$ cat config.mk
export PLATFORM = sky130hd
export DESIGN_NAME = lbm_node_moments
export DESIGN_NICKNAME = d
export VERILOG_FILES = /design/src/rtl/lbmnm_pkg.sv /design/src/rtl/lbmnm_muldiv.sv /design/src/rtl/lbm_node_moments.sv
export SDC_FILE = /design/constraint.sdc
export NUM_CORES = 2
export LEC_CHECK = 0
export BUFFER_PORTS_ARGS = -buffer_cell sky130_fd_sc_hd__buf_2
export CAP_MARGIN = 20
export CORE_MARGIN = 2
export CORE_UTILIZATION = 40
export CTS_CLUSTER_SIZE = 14
export DETAILED_ROUTE_END_ITERATION = 12
export PLACE_DENSITY_LB_ADDON = 0.08
export REMOVE_ABC_BUFFERS = 1
export SLEW_MARGIN = 15
export SYNTH_ARGS = -nofsm -noshare
export SYNTH_HDL_FRONTEND = slang
export SYNTH_SLANG_ARGS = --single-unit
export TNS_END_PERCENT = 1
$ cat constraint.sdc
create_clock -name aclk -period 18.9 [get_ports aclk]
set_input_delay 1.89 -clock aclk [delete_from_list [all_inputs] [get_ports aclk]]
set_output_delay 1.89 -clock aclk [all_outputs]
set_load 0.03 [all_outputs]
$ cat src/rtl/lbmnm_pkg.sv
// Shared types and constants for the D2Q9 node moment block.
`default_nettype none

package lbmnm_pkg;

    localparam int CFG_W          = 32;
    localparam int VALUE_W_DEF    = 32;
    localparam int FRAC_BITS_DEF  = 16;
    localparam int ACC_GUARD      = 8;
    localparam int CFG_ADDR_W     = 1;
    localparam int DIRECTION_W    = 4;

    localparam logic [CFG_W-1:0] LATTICE_SPEED_RST  = 32'd65536;
    localparam logic [CFG_W-1:0] SOUND_SPEED_SQ_RST = 32'd21845;

    typedef enum logic [CFG_ADDR_W-1:0] {
        CFG_LATTICE_SPEED  = 1'b0,
        CFG_SOUND_SPEED_SQ = 1'b1
    } cfg_idx_t;

    localparam logic [DIRECTION_W-1:0] DIR_REST  = 4'd0;
    localparam logic [DIRECTION_W-1:0] DIR_EAST  = 4'd1;
    localparam logic [DIRECTION_W-1:0] DIR_NORTH = 4'd2;
    localparam logic [DIRECTION_W-1:0] DIR_WEST  = 4'd3;
    localparam logic [DIRECTION_W-1:0] DIR_SOUTH = 4'd4;
    localparam logic [DIRECTION_W-1:0] DIR_NE    = 4'd5;
    localparam logic [DIRECTION_W-1:0] DIR_NW    = 4'd6;
    localparam logic [DIRECTION_W-1:0] DIR_SW    = 4'd7;
    localparam logic [DIRECTION_W-1:0] DIR_SE    = 4'd8;

    typedef enum logic {
        MD_MUL = 1'b0,
        MD_DIV = 1'b1
    } md_op_t;

    typedef struct packed {
        logic   start;
        md_op_t op;
    } md_ctrl_t;

    typedef struct packed {
        logic busy;
        logic done;
        logic ovf;
    } md_stat_t;

    typedef enum logic [3:0] {
        ST_ACC,
        ST_MULX,
        ST_MULX_W,
        ST_DIVX,
        ST_DIVX_W,
        ST_MULY,
        ST_MULY_W,
        ST_DIVY,
        ST_DIVY_W,
        ST_MULP,
        ST_MULP_W,
        ST_OUT
    } seq_state_t;

endpackage

`default_nettype wire

$ cat src/rtl/lbmnm_muldiv.sv
// Shared shift-add multiplier and restoring divider on one adder.
`default_nettype none

module lbmnm_muldiv #(
    parameter int VALUE_WIDTH = lbmnm_pkg::VALUE_W_DEF
) (
    input  logic                                                    aclk,
    input  logic                                                    aresetn,
    input  lbmnm_pkg::md_ctrl_t                                     ctrl,
    input  logic [lbmnm_pkg::CFG_W-1:0]                             mul_a,
    input  logic [VALUE_WIDTH+lbmnm_pkg::ACC_GUARD-1:0]             mul_b,
    input  logic [VALUE_WIDTH+lbmnm_pkg::ACC_GUARD-1:0]             div_d,
    output lbmnm_pkg::md_stat_t                                     stat,
    output logic [lbmnm_pkg::CFG_W+VALUE_WIDTH+lbmnm_pkg::ACC_GUARD-1:0] prod,
    output logic [VALUE_WIDTH-1:0]                                  quot
);
    import lbmnm_pkg::*;

    localparam int ACC_W = VALUE_WIDTH + ACC_GUARD;
    localparam int PW    = CFG_W + ACC_W;
    localparam int HW    = PW - VALUE_WIDTH;
    localparam int DW    = ((HW > ACC_W) ? HW : ACC_W) + 1;
    localparam int STEPS = (CFG_W > VALUE_WIDTH) ? CFG_W : VALUE_WIDTH;
    localparam int CNT_W = $clog2(STEPS + 1);

    logic             busy_reg, busy_next;
    logic             done_reg, done_next;
    logic             ovf_reg, ovf_next;
    md_op_t           mode_reg, mode_next;
    logic [CNT_W-1:0] cnt_reg, cnt_next;
    logic [PW-1:0]    prod_reg, prod_next;
    logic [CFG_W-1:0] mpl_reg, mpl_next;
    logic [DW-1:0]    rem_reg, rem_next;
    logic [VALUE_WIDTH-1:0] quo_reg, quo_next;

    logic [PW-1:0]    op_x, op_y;
    logic             sub;
    logic [PW:0]      sum;
    logic             ge;
    logic [DW-1:0]    div_x;

    assign div_x = {rem_reg[DW-2:0], quo_reg[VALUE_WIDTH-1]};

    // single adder: product step, division step or the quotient range check
    always_comb begin
        op_x = '0;
        op_y = '0;
        sub  = 1'b0;
        if (!busy_reg) begin
            op_x = PW'(prod_reg[PW-1:VALUE_WIDTH]);
            op_y = PW'(div_d);
            sub  = 1'b1;
        end else if (mode_reg == MD_MUL) begin
            op_x = {prod_reg[PW-2:0], 1'b0};
            op_y = mpl_reg[CFG_W-1] ? PW'(mul_b) : '0;
        end else begin
            op_x = PW'(div_x);
            op_y = PW'(div_d);
            sub  = 1'b1;
        end
        sum = {1'b0, op_x} + {1'b0, op_y ^ {PW{sub}}} + (PW+1)'(sub);
    end

    assign ge = sum[PW];

    always_comb begin
        busy_next = busy_reg;
        done_next = 1'b0;
        ovf_next  = ovf_reg;
        mode_next = mode_reg;
        cnt_next  = cnt_reg;
        prod_next = prod_reg;
        mpl_next  = mpl_reg;
        rem_next  = rem_reg;
        quo_next  = quo_reg;
        if (!busy_reg) begin
            if (ctrl.start) begin
                mode_next = ctrl.op;
                if (ctrl.op == MD_MUL) begin
                    busy_next = 1'b1;
                    ovf_next  = 1'b0;
                    cnt_next  = CNT_W'(CFG_W);
                    prod_next = '0;
                    mpl_next  = mul_a;
                end else if (ge) begin
                    // quotient needs more than VALUE_WIDTH bits
                    done_next = 1'b1;
                    ovf_next  = 1'b1;
                end else begin
                    busy_next = 1'b1;
                    ovf_next  = 1'b0;
                    cnt_next  = CNT_W'(VALUE_WIDTH);
                    rem_next  = DW'(prod_reg[PW-1:VALUE_WIDTH]);
                    quo_next  = prod_reg[VALUE_WIDTH-1:0];
                end
            end
        end else begin
            cnt_next = cnt_reg - CNT_W'(1);
            if (cnt_reg == CNT_W'(1)) begin
                busy_next = 1'b0;
                done_next = 1'b1;
            end
            if (mode_reg == MD_MUL) begin
                prod_next = sum[PW-1:0];
                mpl_next  = {mpl_reg[CFG_W-2:0], 1'b0};
            end else begin
                rem_next = ge ? sum[DW-1:0] : div_x;
                quo_next = {quo_reg[VALUE_WIDTH-2:0], ge};
            end
        end
    end

    always_ff @(posedge aclk) begin
        if (!aresetn) begin
            busy_reg <= 1'b0;
            done_reg <= 1'b0;
            ovf_reg  <= 1'b0;
            mode_reg <= MD_MUL;
            cnt_reg  <= '0;
        end else begin
            busy_reg <= busy_next;
            done_reg <= done_next;
            ovf_reg  <= ovf_next;
            mode_reg <= mode_next;
            cnt_reg  <= cnt_next;
        end
    end

    always_ff @(posedge aclk) begin
        prod_reg <= prod_next;
        mpl_reg  <= mpl_next;
        rem_reg  <= rem_next;
        quo_reg  <= quo_next;
    end

    assign stat = '{busy: busy_reg, done: done_reg, ovf: ovf_reg};
    assign prod = prod_reg;
    assign quot = quo_reg;

endmodule

`default_nettype wire

$ cat src/rtl/lbm_node_moments.sv
// Top level: D2Q9 node moments (velocity, pressure, solute) per lattice node.
//
// Input stream carries one population per item; s_tlast marks the node's last
// item. Flow items (s_tuser func = 0) add to density and, by direction, to the
// x/y momentum; solute items add to the solute sum. Items are taken one per
// cycle while the node accumulates.
// After the last item the sequencer runs a shared unit with one adder: a
// shift-add multiply (one multiplier bit per cycle) and a restoring divide
// (one quotient bit per cycle). A node runs c*mx, /rho, c*my, /rho, rho*cs2,
// each a start state and a wait state ending on done, then the output state;
// when density is zero only rho*cs2 runs. s_tready stays low during that
// time; the result is valid when it returns. The result is held in an output
// register; the next node is accepted while it waits. A stalled receiver
// holds back the following node's result and, while that waits, the input
// of the node after it. Reset clears the sums, the output valid and restores
// the config defaults. Config writes take effect at once; the user must make
// them while the block is idle; the block itself does not enforce this.
`default_nettype none

module lbm_node_moments #(
    parameter int VALUE_WIDTH = lbmnm_pkg::VALUE_W_DEF,
    parameter int FRAC_BITS   = lbmnm_pkg::FRAC_BITS_DEF
) (
    input  logic                                   aclk,
    input  logic                                   aresetn,
    input  logic                                   s_tvalid,
    output logic                                   s_tready,
    input  logic [((VALUE_WIDTH+7)/8)*8-1:0]       s_tdata,   // population
    input  logic [lbmnm_pkg::DIRECTION_W:0]        s_tuser,   // func, direction
    input  logic                                   s_tlast,   // last_of_node
    output logic                                   m_tvalid,
    input  logic                                   m_tready,
    // velocity_x, velocity_y, node_pressure, solute_density
    output logic [((4*VALUE_WIDTH+7)/8)*8-1:0]     m_tdata,
    output logic [0:0]                             m_tuser,   // zero_density
    input  logic                                   cfg_wr_en,
    input  logic [lbmnm_pkg::CFG_ADDR_W-1:0]       cfg_addr,
    input  logic [lbmnm_pkg::CFG_W-1:0]            cfg_wdata
);
    import lbmnm_pkg::*;

    localparam int VW     = VALUE_WIDTH;
    localparam int ACC_W  = VW + ACC_GUARD;
    localparam int PW     = CFG_W + ACC_W;
    localparam int OUT_TW = ((4*VW+7)/8)*8;

    seq_state_t       state_reg, state_next;
    logic [CFG_W-1:0] lspeed_reg, cs_reg;
    logic [ACC_W-1:0] rho_reg, rho_next;
    logic [ACC_W-1:0] mx_reg, mx_next;
    logic [ACC_W-1:0] my_reg, my_next;
    logic [ACC_W-1:0] sol_reg, sol_next;
    logic [VW-1:0]    vx_reg, vx_next;
    logic [VW-1:0]    vy_reg, vy_next;
    logic             out_vld_reg, out_vld_next;
    logic [4*VW-1:0]  out_data_reg, out_data_next;
    logic             out_zero_reg, out_zero_next;

    md_ctrl_t         md_ctrl;
    md_stat_t         md_stat;
    logic [CFG_W-1:0] mul_a;
    logic [ACC_W-1:0] mul_b;
    logic [PW-1:0]    prod;
    logic [VW-1:0]    quot;

    logic             in_acc, out_load, rho_zero;
    logic             func;
    logic [DIRECTION_W-1:0] dir;
    logic [ACC_W-1:0] pop_ext;
    logic             add_x, sub_x, add_y, sub_y;
    logic [ACC_W-1:0] rho_mag, mx_mag, my_mag, sol_mag;
    logic [VW-1:0]    vel_sat, pres_sat, sol_sat;

    function automatic logic [ACC_W-1:0] acc_mag(input logic [ACC_W-1:0] v);
        return v[ACC_W-1] ? (~v + ACC_W'(1)) : v;
    endfunction

    function automatic logic [VW-1:0] sat_val(input logic neg, input logic big,
                                              input logic [VW-1:0] mag);
        logic [VW-1:0] lim;
        lim = mag;
        if (neg) begin
            if (big || (mag[VW-1] && (|mag[VW-2:0]))) begin
                lim = {1'b1, {(VW-1){1'b0}}};
            end
            return ~lim + VW'(1);
        end
        if (big || mag[VW-1]) begin
            lim = {1'b0, {(VW-1){1'b1}}};
        end
        return lim;
    endfunction

    // config registers
    always_ff @(posedge aclk) begin
        if (!aresetn) begin
            lspeed_reg <= LATTICE_SPEED_RST;
            cs_reg     <= SOUND_SPEED_SQ_RST;
        end else if (cfg_wr_en) begin
            case (cfg_idx_t'(cfg_addr))
                CFG_LATTICE_SPEED:  lspeed_reg <= cfg_wdata;
                CFG_SOUND_SPEED_SQ: cs_reg     <= cfg_wdata;
                default: ;
            endcase
        end
    end

    assign func    = s_tuser[0];
    assign dir     = s_tuser[DIRECTION_W:1];
    assign pop_ext = {{ACC_GUARD{s_tdata[VW-1]}}, s_tdata[VW-1:0]};

    always_comb begin
        add_x = 1'b0;
        sub_x = 1'b0;
        add_y = 1'b0;
        sub_y = 1'b0;
        case (dir)
            DIR_EAST:  add_x = 1'b1;
            DIR_NORTH: add_y = 1'b1;
            DIR_WEST:  sub_x = 1'b1;
            DIR_SOUTH: sub_y = 1'b1;
            DIR_NE: begin
                add_x = 1'b1;
                add_y = 1'b1;
            end
            DIR_NW: begin
                sub_x = 1'b1;
                add_y = 1'b1;
            end
            DIR_SW: begin
                sub_x = 1'b1;
                sub_y = 1'b1;
            end
            DIR_SE: begin
                add_x = 1'b1;
                sub_y = 1'b1;
            end
            default: ;
        endcase
    end

    assign rho_mag  = acc_mag(rho_reg);
    assign mx_mag   = acc_mag(mx_reg);
    assign my_mag   = acc_mag(my_reg);
    assign sol_mag  = acc_mag(sol_reg);
    assign rho_zero = (rho_reg == '0);

    // next state
    always_comb begin
        state_next = state_reg;
        case (state_reg)
            ST_ACC:    if (in_acc && s_tlast) state_next = ST_MULX;
            ST_MULX:   state_next = rho_zero ? ST_MULP : ST_MULX_W;
            ST_MULX_W: if (md_stat.done) state_next = ST_DIVX;
            ST_DIVX:   state_next = ST_DIVX_W;
            ST_DIVX_W: if (md_stat.done) state_next = ST_MULY;
            ST_MULY:   state_next = ST_MULY_W;
            ST_MULY_W: if (md_stat.done) state_next = ST_DIVY;
            ST_DIVY:   state_next = ST_DIVY_W;
            ST_DIVY_W: if (md_stat.done) state_next = ST_MULP;
            ST_MULP:   state_next = ST_MULP_W;
            ST_MULP_W: if (md_stat.done) state_next = ST_OUT;
            ST_OUT:    if (!out_vld_reg || m_tready) state_next = ST_ACC;
            default:   state_next = ST_ACC;
        endcase
    end

    // sequencer outputs
    always_comb begin
        s_tready      = 1'b0;
        md_ctrl.start = 1'b0;
        md_ctrl.op    = MD_MUL;
        mul_a         = lspeed_reg;
        mul_b         = rho_mag;
        out_load      = 1'b0;
        case (state_reg)
            ST_ACC: s_tready = 1'b1;
            ST_MULX: begin
                md_ctrl.start = !rho_zero;
                mul_b         = mx_mag;
            end
            ST_MULX_W: mul_b = mx_mag;
            ST_DIVX, ST_DIVY: begin
                md_ctrl.start = 1'b1;
                md_ctrl.op    = MD_DIV;
            end
            ST_MULY: begin
                md_ctrl.start = 1'b1;
                mul_b         = my_mag;
            end
            ST_MULY_W: mul_b = my_mag;
            ST_MULP: begin
                md_ctrl.start = 1'b1;
                mul_a         = cs_reg;
            end
            ST_MULP_W: mul_a = cs_reg;
            ST_OUT: out_load = !out_vld_reg || m_tready;
            default: ;
        endcase
    end

    assign in_acc = s_tvalid && s_tready;

    assign vel_sat  = sat_val((state_reg == ST_DIVX_W ? mx_reg[ACC_W-1] : my_reg[ACC_W-1])
                              ^ rho_reg[ACC_W-1], md_stat.ovf, quot);
    assign pres_sat = sat_val(rho_reg[ACC_W-1], |prod[PW-1:VW+FRAC_BITS],
                              prod[VW+FRAC_BITS-1:FRAC_BITS]);
    assign sol_sat  = sat_val(sol_reg[ACC_W-1], |sol_mag[ACC_W-1:VW], sol_mag[VW-1:0]);

    // datapath next values
    always_comb begin
        rho_next      = rho_reg;
        mx_next       = mx_reg;
        my_next       = my_reg;
        sol_next      = sol_reg;
        vx_next       = vx_reg;
        vy_next       = vy_reg;
        out_data_next = out_data_reg;
        out_zero_next = out_zero_reg;
        out_vld_next  = m_tready ? 1'b0 : out_vld_reg;
        if (in_acc) begin
            if (func) begin
                sol_next = sol_reg + pop_ext;
            end else begin
                rho_next = rho_reg + pop_ext;
                if (add_x) mx_next = mx_reg + pop_ext;
                if (sub_x) mx_next = mx_reg - pop_ext;
                if (add_y) my_next = my_reg + pop_ext;
                if (sub_y) my_next = my_reg - pop_ext;
            end
        end
        if (state_reg == ST_MULX && rho_zero) begin
            vx_next = '0;
            vy_next = '0;
        end
        if (state_reg == ST_DIVX_W && md_stat.done) vx_next = vel_sat;
        if (state_reg == ST_DIVY_W && md_stat.done) vy_next = vel_sat;
        if (out_load) begin
            out_vld_next  = 1'b1;
            out_data_next = {sol_sat, pres_sat, vy_reg, vx_reg};
            out_zero_next = rho_zero;
            rho_next      = '0;
            mx_next       = '0;
            my_next       = '0;
            sol_next      = '0;
        end
    end

    always_ff @(posedge aclk) begin
        if (!aresetn) begin
            state_reg   <= ST_ACC;
            out_vld_reg <= 1'b0;
            rho_reg     <= '0;
            mx_reg      <= '0;
            my_reg      <= '0;
            sol_reg     <= '0;
        end else begin
            state_reg   <= state_next;
            out_vld_reg <= out_vld_next;
            rho_reg     <= rho_next;
            mx_reg      <= mx_next;
            my_reg      <= my_next;
            sol_reg     <= sol_next;
        end
    end

    always_ff @(posedge aclk) begin
        vx_reg       <= vx_next;
        vy_reg       <= vy_next;
        out_data_reg <= out_data_next;
        out_zero_reg <= out_zero_next;
    end

    lbmnm_muldiv #(
        .VALUE_WIDTH (VALUE_WIDTH)
    ) u_muldiv (
        .aclk    (aclk),
        .aresetn (aresetn),
        .ctrl    (md_ctrl),
        .mul_a   (mul_a),
        .mul_b   (mul_b),
        .div_d   (rho_mag),
        .stat    (md_stat),
        .prod    (prod),
        .quot    (quot)
    );

    assign m_tvalid = out_vld_reg;
    assign m_tdata  = OUT_TW'(out_data_reg);
    assign m_tuser  = out_zero_reg;

    a_busy_not_ready: assert property (@(posedge aclk) disable iff (!aresetn)
        md_stat.busy |-> !s_tready)
        else $error("input taken while shared unit busy");

    a_sums_cleared: assert property (@(posedge aclk) disable iff (!aresetn)
        out_load |=> (rho_reg == '0 && mx_reg == '0 && my_reg == '0 && sol_reg == '0))
        else $error("sums not cleared after node result");

    a_zero_vel: assert property (@(posedge aclk) disable iff (!aresetn)
        (m_tvalid && m_tuser[0]) |-> (out_data_reg[2*VW-1:0] == '0))
        else $error("nonzero velocity with zero density");

    a_done_in_wait: assert property (@(posedge aclk) disable iff (!aresetn)
        md_stat.done |-> (state_reg == ST_MULX_W || state_reg == ST_DIVX_W ||
                          state_reg == ST_MULY_W || state_reg == ST_DIVY_W ||
                          state_reg == ST_MULP_W))
        else $error("shared unit finished outside a wait state");

endmodule

`default_nettype wire

==> flow_summary.toml <==
[final_layout]
largest_reg_flops = 128
final_nets = 5687
drive_gt1_frac = 0.0934
synthToLayoutAreaGrowth_pct = 11.3
finalInstanceArea_sq_um = 49400
fin_util = 0.448

[die]
io_pins = 207
core_sq_um = 110000
die_x_um = 337
die_h_um = 337
initial_core_util = 0.402
row_count = 122
dieArea_sq_um = 114000

[clock_tree]
cts_setup_buffers = 0
htreeDepth = 3
clockBufferDepth = 3
path_clk_slew_ps = 60
cts_hold_buf = 0
cts.sinks = 608
cts-buffers-inserted = 77
clock_latency_ps = 670
cts-resized-gates = 0
cts_tree = "built"
root_buffer = "clkbuf_16"

[sta]
fin_crit_ps = 7920
hold_violations = 0
final-setup-viol-count = 0
rsz0062_at_grt = "false"
fin_setup_tns_ps = 0
slew_headroom = 0.286
final.setup.worst_slack_ps = 10980
period_share = 0.419
whs_ps = 412
clock_skew_ps = 21.8
worst_slew_pin_slew_ps = 1070
clock.fmax_mhz = 126
maxSlewViolCount = 0

[pwr]
power.density_nw_per_um2 = 170
ir_drop_mv = 0.112
leakagePower_nw = 18.7

[setup_path]
arrival_ps = 8190
crit_fanout = 72
crit_slowest_cell = "buf_4"
cpPeakStageDelay_ps = 770
cp-end-kind = "flip-flop"
critPathKind = "reg -> reg"
critPathLaunchType = "flip-flop"
path_buf_inv = 1
worstPathCellList = "or4_4 > or4_1 > or3_1 > or3_4 > or3_1 > or3_1 > o31ai_1 > xnor2_1 > a311oi_1 > o21ai_0 > ha_1 > a21o_1 > a21o_1 > a21oi_1 > o21ai_0 > nor3_1 > o211ai_1 > a21oi_1 > o21ai_0 > nand2_2 > buf_4"
cp_top_family = "simple AND/OR/NAND/NOR gates"
crit_required_ps = 19170

[synthesis]
synth_cell_types = 92
synth_area_leaders = "edfxtp_1, dfxtp_1, ha_1"
syn_area_per_cell_sq_um = 8.38
synthCells = 5297
yosysMostFrequentCell = "nand2_1"
synth_ff_type = "edfxtp_1"
ys_ff_latch = 608
synth-seq-area-share = 0.357
yosys_warnings = 0
synth_edf_count = 369
synth_top_area_frac = 0.249
synthArstFlopShare = 0
synth_top_cell_by_area = "edfxtp_1"
synthTopCellsByCount = "nand2_1, a21oi_1, nor2_1"
syn-cell-area_sq_um = 44400

[place]
gp_congestion = 0.950
dpl-instance-area_sq_um = 46900
portBuffers = 206
pre_cts_ws_ps = 10930
hpwl_um = 109000

[drt]
detail-route-antenna-nets = 0
drt-total-wl_um = 148000
firstDrtPassIters = 6
drt_iter0_markers = 3335
drc = 0
wl_per_cell_um = 21.4
avgViaCountPerCell = 5.80
vias = 40100

[grt]
antenna_found_initial = 4
grt_pass1_vias = 37200
grt_pass1_wl_um = 225000
overflow = 0
grt_use_total = 0.254
grt_max_degree = 85

[worst_hold_path]
min_path_type = "reg -> reg"

[status]
outcome = "finished clean"

[job]
max_cap_violations = 0
==> logic make-up (layout without fill, tap and decap cells) <==
family,count (synthesis),in the layout,synth area share
compound gates,1604,1604,0.229
xor+xnor,387,387,0.0763
fa+ha+maj,242,242,0.0690
buf+inv,385,516,0.0329
flops,608,608,0.357
mux,134,134,0.0311
other cells,0,2,0
simple gates,1937,1937,0.205
==> path summary, 6_finish.rpt <==
path | startpoint | to | slack [ps] | cells past startpoint
max | my_reg[6] | u_muldiv.rem_reg[1] | 10980 | 21
min | vx_reg[0] | m_tdata[0] | 410 | 0
max reg2reg | my_reg[6] | u_muldiv.rem_reg[1] | 10980 | 21
min reg2reg | vx_reg[0] | m_tdata[0] | 410 | 0
==> where the power goes <==
group	switching (mW)	leakage, nW	internal, mW	total (mW)
Sequential	0.327	5.27	1.79	2.12
Clock	0.622	1.21	0.859	1.48
Combinational	3.08	12.3	1.71	4.80
Total	4.03	18.7	4.37	8.40
==> layout make-up <==
type / instances / area [sq um]
Multi-Input combinational cell: 4304 / 27200
Clock buffer: 105 / 2150
Fill cell: 11100 / 60900
Inverter: 101 / 379
Clock inverter: 33 / 344
Tap cell: 1488 / 1860
Sequential cell: 608 / 15900
Timing Repair Buffer: 277 / 1560
Antenna cell: 2 / 5.00
==> per-stage QoR <==
step / power, mW / cells
floorplan: 5.40 / 5013
global placement: 6.85 / 6778
detailed placement: 6.84 / 6778
CTS: 8.36 / 6916
global route: 8.97 / 6916
finish: 8.40 / 6918
==> per-layer routing <==
layer  part of all wire  track usage
met1               0.45        0.346
met2               0.46        0.417
met3              0.055       0.0293
met4              0.032       0.0845
met5            0.00015            0
==> cell usage in the layout (no fill, tap or decap), types with 102 or more instances in the layout <==
cell      count
a21oi_1     519
nor2_1      466
mux2i_1     102
a21o_1      110
xnor2_1     231
edfxtp_1    369
xor2_1      154
nand3_1     110
buf_2       206
o21ai_0     321
nand2_1     710
ha_1        237
nor3_1      107
dfxtp_1     234
==> worst register-to-register path: stages, from the launching register on <==
cell	delay, ps
dfxtp_1	380
or4_4	580
or4_1	440
or3_1	400
or3_4	420
or3_1	470
or3_1	420
o31ai_1	250
xnor2_1	100
a311oi_1	380
o21ai_0	220
ha_1	420
a21o_1	210
a21o_1	170
a21oi_1	120
o21ai_0	90
nor3_1	670
o211ai_1	200
a21oi_1	410
o21ai_0	190
nand2_2	110
buf_4	770
Power figures use the tool's default switching activity.
